`config.mk`:
```
export PLATFORM = sky130hd
export DESIGN_NAME = nvme_queue_pair_tracker_core
export DESIGN_NICKNAME = d
export VERILOG_FILES = /design/src/nqpt_pkg.sv /design/src/nqpt_state_mem.sv /design/src/nvme_queue_pair_tracker_core.sv
export SDC_FILE = /design/constraint.sdc
export NUM_CORES = 1
export LEC_CHECK = 0
export ABC_AREA = 1
export BUFFER_PORTS_ARGS = -buffer_cell sky130_fd_sc_hd__buf_2
export CAP_MARGIN = 20
export CORE_MARGIN = 5
export CORE_UTILIZATION = 30
export CTS_CLUSTER_DIAMETER = 150
export DETAILED_ROUTE_END_ITERATION = 12
export PLACE_DENSITY = 0.46
export SLEW_MARGIN = 10
export SYNTH_ARGS = -nofsm -noshare
export SYNTH_HDL_FRONTEND = slang
export SYNTH_SLANG_ARGS = --single-unit
```
`constraint.sdc`:
```
create_clock -name clk -period 2.9 [get_ports clk]
set_input_delay 0.29 -clock clk [delete_from_list [all_inputs] [get_ports clk]]
set_output_delay 0.29 -clock clk [all_outputs]
set_load 0.03 [all_outputs]
```
`src/nqpt_pkg.sv`:
```
// Shared constants for the NVMe queue pair tracker.
// Holds register indexes, result codes and doorbell layout; no dependencies.
package nqpt_pkg;

	// number of tracked queues (admin plus I/O); queue_id is one bit wide
	localparam int NUM_QUEUES = 2;
	localparam int QID_W      = 1;

	// default for the MAX_DEPTH parameter of the top level
	localparam int MAX_DEPTH_DEF = 64;

	// configuration register indexes and widths
	localparam int CFG_IDX_W = 1;
	localparam int CFG_DAT_W = 7;
	localparam logic [CFG_IDX_W-1:0] REG_QUEUE_DEPTH = 1'd0;
	localparam logic [CFG_IDX_W-1:0] REG_ACTIVE_IO   = 1'd1;
	localparam logic [CFG_DAT_W-1:0] QUEUE_DEPTH_RST = 7'd64;
	localparam logic [CFG_DAT_W-1:0] MIN_DEPTH       = 7'd2;

	// input commands
	localparam logic CMD_SUBMIT = 1'b0;
	localparam logic CMD_POLL   = 1'b1;

	// result codes
	localparam logic [2:0] OC_SUBMITTED = 3'd0;
	localparam logic [2:0] OC_NOT_READY = 3'd1;
	localparam logic [2:0] OC_SUCCESS   = 3'd2;
	localparam logic [2:0] OC_ERROR     = 3'd3;
	localparam logic [2:0] OC_REJECTED  = 3'd4;

	// doorbell register layout
	localparam logic [15:0] DB_BASE      = 16'h1000;
	localparam logic [15:0] DB_STRIDE    = 16'(2 * 4);
	localparam logic [15:0] DB_CQ_OFFSET = 16'd4;
	localparam logic [10:0] SC_MASK      = 11'h7FF;

endpackage

```
`src/nqpt_state_mem.sv`:
```
// Per-queue state memory: one entry per queue, registered read.
// Entries read as the reset value until first written. Uses nqpt_pkg.
module nqpt_state_mem #(
	parameter int              DW      = 13,
	parameter logic [DW-1:0]   RST_VAL = '0
) (
	input  logic                         clk,
	input  logic                         arst_n,
	input  logic                         rd_en,
	input  logic [nqpt_pkg::QID_W-1:0]   rd_addr,
	output logic [DW-1:0]                rd_data,
	input  logic                         wr_en,
	input  logic [nqpt_pkg::QID_W-1:0]   wr_addr,
	input  logic [DW-1:0]                wr_data
);

	logic [DW-1:0]                   mem_q [nqpt_pkg::NUM_QUEUES];
	logic [nqpt_pkg::NUM_QUEUES-1:0] vld_q;
	logic [DW-1:0]                   rd_raw_q;
	logic                            rd_vld_q;

	always_ff @(posedge clk) begin
		if (wr_en) begin
			mem_q[wr_addr] <= wr_data;
		end
		if (rd_en) begin
			rd_raw_q <= mem_q[rd_addr];
		end
	end

	always_ff @(posedge clk or negedge arst_n) begin
		if (!arst_n) begin
			vld_q    <= '0;
			rd_vld_q <= 1'b0;
		end else begin
			if (wr_en) begin
				vld_q[wr_addr] <= 1'b1;
			end
			if (rd_en) begin
				rd_vld_q <= vld_q[rd_addr];
			end
		end
	end

	// unwritten entry reads as reset state
	assign rd_data = rd_vld_q ? rd_raw_q : RST_VAL;

endmodule

```
`src/nvme_queue_pair_tracker_core.sv`:
```
// Top level of the NVMe queue pair tracker: config registers, update stage,
// output register. Uses nqpt_pkg and nqpt_state_mem.
//
// channel  | direction | tdata                                   | tuser
// ---------+-----------+-----------------------------------------+---------
// s_axis   | in        | queue_id, cqe_status_word               | cmd
// m_axis   | out       | doorbell_valid, doorbell_offset,        | outcome
//          |           | doorbell_value, slot_index, status_code |
// cfg      | in        | write enable, index, data               | -
//
// One transaction per cycle sustained while m_axis is ready. An accepted transaction
// reads the state memory as it is accepted, is updated in the update stage and is
// registered into the output when that stage advances, which a stalled output delays.
// Back-to-back transactions on the same queue forward the freshly written
// entry around the registered memory read. Reset clears all queue state at once
// through per-entry valid bits; no clearing pass. A stalled output holds one
// result while one more transaction waits in the update stage.
module nvme_queue_pair_tracker_core #(
	parameter int MAX_DEPTH = nqpt_pkg::MAX_DEPTH_DEF
) (
	input  logic                               clk,
	input  logic                               arst_n,
	// lowest bit up: queue_id[0], cqe_status_word[16:1], zero pad
	input  logic [23:0]                        s_tdata,
	// cmd
	input  logic                               s_tuser,
	input  logic                               s_tvalid,
	output logic                               s_tready,
	// lowest bit up: doorbell_valid[0], doorbell_offset[16:1],
	// doorbell_value[22:17], slot_index[28:23], status_code[39:29]
	output logic [39:0]                        m_tdata,
	// outcome
	output logic [2:0]                         m_tuser,
	output logic                               m_tvalid,
	input  logic                               m_tready,
	input  logic                               cfg_we,
	input  logic [nqpt_pkg::CFG_IDX_W-1:0]     cfg_index,
	input  logic [nqpt_pkg::CFG_DAT_W-1:0]     cfg_data
);

	// pointer width, compare width (holds depth and pointer + 1), entry width
	localparam int PW = (MAX_DEPTH > 1) ? $clog2(MAX_DEPTH) : 1;
	localparam int CW = (PW + 1 > nqpt_pkg::CFG_DAT_W) ? PW + 1 : nqpt_pkg::CFG_DAT_W;
	localparam int DW = 2 * PW + 1;
	// entry layout: {expected_phase, complete_head, submit_tail}
	localparam logic [DW-1:0] ENT_RST = {1'b1, {(2 * PW){1'b0}}};

	// configuration registers
	logic [nqpt_pkg::CFG_DAT_W-1:0] depth_q;
	logic                           active_q;

	always_ff @(posedge clk or negedge arst_n) begin
		if (!arst_n) begin
			depth_q  <= nqpt_pkg::QUEUE_DEPTH_RST;
			active_q <= 1'b0;
		end else if (cfg_we) begin
			case (cfg_index)
				nqpt_pkg::REG_QUEUE_DEPTH: depth_q  <= cfg_data;
				nqpt_pkg::REG_ACTIVE_IO:   active_q <= cfg_data[0];
				default: ;
			endcase
		end
	end

	// clamp depth into [2, MAX_DEPTH]
	logic [CW-1:0] depth_eff;
	always_comb begin
		depth_eff = CW'(depth_q);
		if (depth_eff < CW'(nqpt_pkg::MIN_DEPTH)) begin
			depth_eff = CW'(nqpt_pkg::MIN_DEPTH);
		end else if (depth_eff > CW'(MAX_DEPTH)) begin
			depth_eff = CW'(MAX_DEPTH);
		end
	end

	// handshake and stage control
	logic s_accept;
	logic s1_valid_q;
	logic s1_adv;
	logic out_valid_q;

	assign s_accept = s_tvalid && s_tready;
	assign s1_adv   = s1_valid_q && (!out_valid_q || m_tready);
	assign s_tready = !s1_valid_q || s1_adv;

	// write-back path
	logic                         wr_en;
	logic [nqpt_pkg::QID_W-1:0]   wr_addr;
	logic [DW-1:0]                wr_data;
	logic [DW-1:0]                rd_data;

	// update stage payload
	logic                         cmd_s1;
	logic [nqpt_pkg::QID_W-1:0]   qid_s1;
	logic [15:0]                  word_s1;
	logic                         fwd_hit_s1;
	logic [DW-1:0]                fwd_data_s1;

	always_ff @(posedge clk or negedge arst_n) begin
		if (!arst_n) begin
			s1_valid_q <= 1'b0;
		end else if (s_accept) begin
			s1_valid_q <= 1'b1;
		end else if (s1_adv) begin
			s1_valid_q <= 1'b0;
		end
	end

	// capture payload and note a same-edge write to the entry being read
	always_ff @(posedge clk) begin
		if (s_accept) begin
			cmd_s1      <= s_tuser;
			qid_s1      <= s_tdata[0];
			word_s1     <= s_tdata[16:1];
			fwd_hit_s1  <= wr_en && (wr_addr == s_tdata[0]);
			fwd_data_s1 <= wr_data;
		end
	end

	nqpt_state_mem #(
		.DW      (DW),
		.RST_VAL (ENT_RST)
	) u_state_mem (
		.clk     (clk),
		.arst_n  (arst_n),
		.rd_en   (s_accept),
		.rd_addr (s_tdata[0]),
		.rd_data (rd_data),
		.wr_en   (wr_en),
		.wr_addr (wr_addr),
		.wr_data (wr_data)
	);

	// current entry, forwarded when the previous transaction just wrote it
	logic [DW-1:0] ent;
	logic [PW-1:0] tail;
	logic [PW-1:0] head;
	logic          phase;
	logic [CW-1:0] tail_inc;
	logic [CW-1:0] head_inc;
	logic [PW-1:0] tail_nx;
	logic [PW-1:0] head_nx;
	logic          head_wrap;
	logic          rejected;
	logic [15:0]   sq_db;
	logic [10:0]   sc;

	assign ent   = fwd_hit_s1 ? fwd_data_s1 : rd_data;
	assign tail  = ent[PW-1:0];
	assign head  = ent[2*PW-1:PW];
	assign phase = ent[DW-1];

	assign tail_inc  = CW'(tail) + CW'(1);
	assign head_inc  = CW'(head) + CW'(1);
	assign tail_nx   = (tail_inc >= depth_eff) ? '0 : tail_inc[PW-1:0];
	assign head_wrap = (head_inc >= depth_eff);
	assign head_nx   = head_wrap ? '0 : head_inc[PW-1:0];

	assign rejected = (int'(qid_s1) >= nqpt_pkg::NUM_QUEUES)
		|| ((qid_s1 != '0) && (qid_s1 > active_q));
	assign sq_db = nqpt_pkg::DB_BASE + 16'(qid_s1) * nqpt_pkg::DB_STRIDE;
	assign sc    = word_s1[11:1] & nqpt_pkg::SC_MASK;

	// result and next entry
	logic [2:0]    res_oc;
	logic          res_dv;
	logic [15:0]   res_off;
	logic [5:0]    res_val;
	logic [5:0]    res_slot;
	logic [10:0]   res_sc;
	logic          upd;

	always_comb begin
		res_oc   = nqpt_pkg::OC_REJECTED;
		res_dv   = 1'b0;
		res_off  = '0;
		res_val  = '0;
		res_slot = '0;
		res_sc   = '0;
		upd      = 1'b0;
		wr_data  = ent;
		if (!rejected) begin
			if (cmd_s1 == nqpt_pkg::CMD_SUBMIT) begin
				// take slot at tail, advance tail
				res_oc   = nqpt_pkg::OC_SUBMITTED;
				res_dv   = 1'b1;
				res_off  = sq_db;
				res_val  = 6'(tail_nx);
				res_slot = 6'(tail);
				upd      = 1'b1;
				wr_data  = {phase, head, tail_nx};
			end else if (word_s1[0] != phase) begin
				// entry not yet posted; report head only
				res_oc   = nqpt_pkg::OC_NOT_READY;
				res_slot = 6'(head);
			end else begin
				// consume entry, flip phase on wrap
				res_oc   = (sc == '0) ? nqpt_pkg::OC_SUCCESS : nqpt_pkg::OC_ERROR;
				res_dv   = 1'b1;
				res_off  = sq_db + nqpt_pkg::DB_CQ_OFFSET;
				res_val  = 6'(head_nx);
				res_slot = 6'(head);
				res_sc   = sc;
				upd      = 1'b1;
				wr_data  = {phase ^ head_wrap, head_nx, tail};
			end
		end
	end

	assign wr_en   = s1_adv && upd;
	assign wr_addr = qid_s1;

	// output register
	logic [39:0] out_data_q;
	logic [2:0]  out_oc_q;

	always_ff @(posedge clk or negedge arst_n) begin
		if (!arst_n) begin
			out_valid_q <= 1'b0;
		end else if (s1_adv) begin
			out_valid_q <= 1'b1;
		end else if (m_tready) begin
			out_valid_q <= 1'b0;
		end
	end

	always_ff @(posedge clk) begin
		if (s1_adv) begin
			out_data_q <= {res_sc, res_slot, res_val, res_off, res_dv};
			out_oc_q   <= res_oc;
		end
	end

	assign m_tdata  = out_data_q;
	assign m_tuser  = out_oc_q;
	assign m_tvalid = out_valid_q;

	// write-back only from an occupied update stage that hands off its result
	a_wr_needs_stage: assert property (@(posedge clk) disable iff (!arst_n)
		wr_en |-> (s1_valid_q && (!out_valid_q || m_tready)))
		else $error("state write without a transaction leaving the update stage");

	// input stalls only when both the update stage and output register are full
	a_stall_only_full: assert property (@(posedge clk) disable iff (!arst_n)
		!s_tready |-> (s1_valid_q && out_valid_q && !m_tready))
		else $error("input stalled with room downstream");

	// rejected and not-ready results never carry a doorbell
	a_no_db_on_reject: assert property (@(posedge clk) disable iff (!arst_n)
		(m_tvalid && (m_tuser == nqpt_pkg::OC_REJECTED || m_tuser == nqpt_pkg::OC_NOT_READY))
		|-> (m_tdata[0] == 1'b0))
		else $error("doorbell issued on rejected or not-ready result");

	// a same-queue write during acceptance always sets the forwarding flag
	a_fwd_same_queue: assert property (@(posedge clk) disable iff (!arst_n)
		(s_accept && wr_en && (wr_addr == s_tdata[0])) |=> fwd_hit_s1)
		else $error("missed forwarding of a same-queue write");

endmodule
```
==> reports/results.txt <==
Clock latency on the worst-skew pair: 350 ps
Crit Path Max Fanout: 7
Prevailing post-synth register cell: edfxtp_1
Pwr Density: 688 nW/um^2
Startpoint class of the critical path: flop
Reg2Reg Depth: 17
Period minus WS final: 2720 ps
Slowest stage cell, crit path: edfxtp_1
Register area: 3240 sq um
Final hold vios: 0
Synthesized flop and latch total: 110
Req. time, crit path: 3100 ps
Largest net degree at the start of global routing: 44
Starting Density: 0.307
CP Cell Sequence: buf_6 > buf_4 > o21ai_2 > nand2_1 > nor2_2 > nand2_1 > nand2_1 > and2_1 > ha_4 > nand2_1 > inv_1 > a21oi_2 > nand3_2 > nor2_8 > nand2_2 > buf_4 > nand2_1
Number of port buffers: 58
Gr ovfl total: 0
Final Max Slew Viols: 0
Number of synthesized flops with an enable pin: 97
Pre-CTS setup slack: -188 ps
Die height: 141 um
IO Count: 83
Initial antenna violation count: 0
Dominant cell type by area after synthesis: edfxtp_1
Mapped cell area: 5130 sq um
Layout filler cell count: 1,666
Worst Hold Depth: 1
CTS sink cnt: 110
Count leader, synth: nand2_1
Crit. End Element: flop
VDD IR-drop max: 330 uV
Worst slew pin tran: 614 ps
Ys Warns: 0
Post-route ant nets: 0
Avg Cell Area, Syn: 11.4 sq um
Worst hold path class: in2reg
P_int: 3040 uW
Final Wtd Congestion: 0.820
CTS tree: done
Sequential share of power: 0.457
Post-synth top cells: nand2_1, edfxtp_1, inv_1
Post-layout net count: 607
Setup ws final: 178 ps
Final setup violation count: 0
Top delay family on crit path: simple AND/OR/NAND/NOR gates
Die X: 141 um
Top-area cell type share of the netlist area: 0.568
Clk pin slew, worst setup/hold paths: 80 ps
Netlist cell types: 38
Leak pwr: 0.00281 uW
Cells after Synth: 451
Root Driver: clkbuf_16
Final period util: 0.939
CTS max path bufs: 2
Clock power frac: 0.275
Non-Filler Instances: 778
Core ar.: 16,700 sq um
Routed len/inst: 14.8 um
Critical Path AT: 2930 ps
WL final: 11.6 mm
Slew margin rel.: 0.590
Post-synth ARST share: 0.118
Status: complete, no violations
Max-cap violation count: 0
Number of diodes: 0
Vias in the first global route: 3,198
First-pass GRT wire length: 17.5 mm
Synth top area cells: edfxtp_1, nand2_1, dfrtp_1
DRC viols: 0
H-tree levels: 3
Via Count: 3,378
Total iterations of the first detailed-routing run: 4
Sw Share: 0.316
Die area: 19,800 sq um
Iteration-0 DRC Markers: 189
Area growth syn-to-layout: 25.9%
Post-Place Cells: 753
Global routing usage summed across all routing layers: 0.116
Fmax: 367 MHz
# rows: 47
Layout cells sized above 1: 0.362
Critical Path Stages: 17
Buf+Inv Stages, Crit Path: 4
CP Class: reg2reg
Largest stage delay, worst path: 380 ps
Comb pwr share: 0.268
Vias per cell: 4.34
Switching pwr: 1400 uW
Total design power: 4440 uW
Most frequent CP cell: nand2_1
Clk_skew: 12.9 ps
Multi-input logic area: 1760 sq um
Num CTS Buffers: 9
Post-synthesis sequential area ratio: 0.632
Post-DP HPWL: 8.50 mm
[cells in the final DEF, fill, tap and decap left out, types with 4 or more instances in the layout]
cell / n
clkbuf_16: 9
mux2_2: 18
nand3_1: 15
buf_6: 4
nand2_1: 95
o21ai_2: 7
conb_1: 13
a21oi_1: 4
nand2_2: 19
nor2_1: 25
o22ai_1: 6
o21ai_0: 5
nand3_2: 8
edfxtp_1: 97
nor2_2: 8
buf_4: 33
inv_1: 56
ha_4: 6
ha_1: 10
dfrtp_1: 12
buf_2: 58
inv_2: 5
[metrics by stage]
stage | util | instance area (sq um) | hold slack, ps | TNS (ps)
3_5_place_dp | 0.351 | 5870 | 215 | -2540
3_3_place_gp | 0.351 | 5870 | 204 | -2040
4_1_cts | 0.372 | 6210 | 86.8 | 0
5_1_grt | 0.387 | 6450 | 90.9 | -78.5
2_1_floorplan | - | 5170 | -5.59 | 0
6_report | 0.387 | 6450 | 107 | 0
[logic make-up after synthesis]
family	count (synthesis)	synth area share
compound gates	32	0.0371
mux	18	0.0395
buf+inv	82	0.0766
fa+ha+maj	16	0.0391
flops	110	0.632
other cells	1	0.000732
xor+xnor	3	0.00513
simple gates	189	0.170
[repair_timing]
item	CTS	global route
resized for setup	8	46
endpoints found under the hold margin	12	0
pin swaps	2	17
hold buffers	1	0
setup buffers	1	7
setup endpoints to repair	36	45
[metal layers]
layer | track usage | vias to the layer above | routed length [um] | part of all wire
li1 | - | 1691 | - | -
met1 | 0.161 | 1601 | 5460 | 0.47
met2 | 0.181 | 79 | 5430 | 0.47
met3 | 0.0237 | 7 | 494 | 0.043
met4 | 0.0388 | 0 | 165 | 0.014
met5 | 0 | - | 0 | 0
[path summary, 6_finish.rpt]
path | from | end | slack (ps)
setup / recovery | fwd_hit_s1$_DFFE_PP_ | m_tdata[18]$_SDFFCE_PP0P_ | 180
hold / removal | s_tdata[2] | word_s1[1]$_DFFE_PP_ | 110
setup reg to reg | fwd_hit_s1$_DFFE_PP_ | m_tdata[18]$_SDFFCE_PP0P_ | 180
hold reg to reg | u_state_mem.vld_q[1]$_DFFE_PN0P_ | u_state_mem.vld_q[1]$_DFFE_PN0P_ | 460
max in group asynchronous | arst_n | depth_q[6]$_DFFE_PN1P_ | 2210
min in group asynchronous | arst_n | depth_q[0]$_DFFE_PN0P_ | 390
[registers in the layout, indices dropped and copies added, names as in the netlist]
signal                count
m_tdata                  27
u_state_mem.rd_raw_q     13
fwd_data_s1              13
m_tvalid                  1
u_state_mem.rd_vld_q      1
u_state_mem.vld_q         2
s1_valid_q                1
word_s1                  12
qid_s1                    1
depth_q                   7
fwd_hit_s1                1
m_tuser                   3
active_q                  1
cmd_s1                    1
u_state_mem.mem_q        26
[power groups by stage]
stage | combinational, uW | clock [uW] | sequential [uW]
3_3_place_gp | 1060 | 0 | 2060
6_report | 1190 | 1220 | 2030
5_1_grt | 1320 | 1330 | 2040
2_1_floorplan | 581 | 0 | 2170
4_1_cts | 1090 | 1270 | 2030
3_5_place_dp | 1070 | 0 | 2060
[final cells by class]
type,count,area share
Sequential cell,110,0.502
Tap cell,220,0.0426
Inverter,62,0.0364
Clock inverter,6,0.00892
Multi-Input combinational cell,271,0.272
Timing Repair Buffer,99,0.101
Clock buffer,10,0.0370
Power figures use the tool's default switching activity.
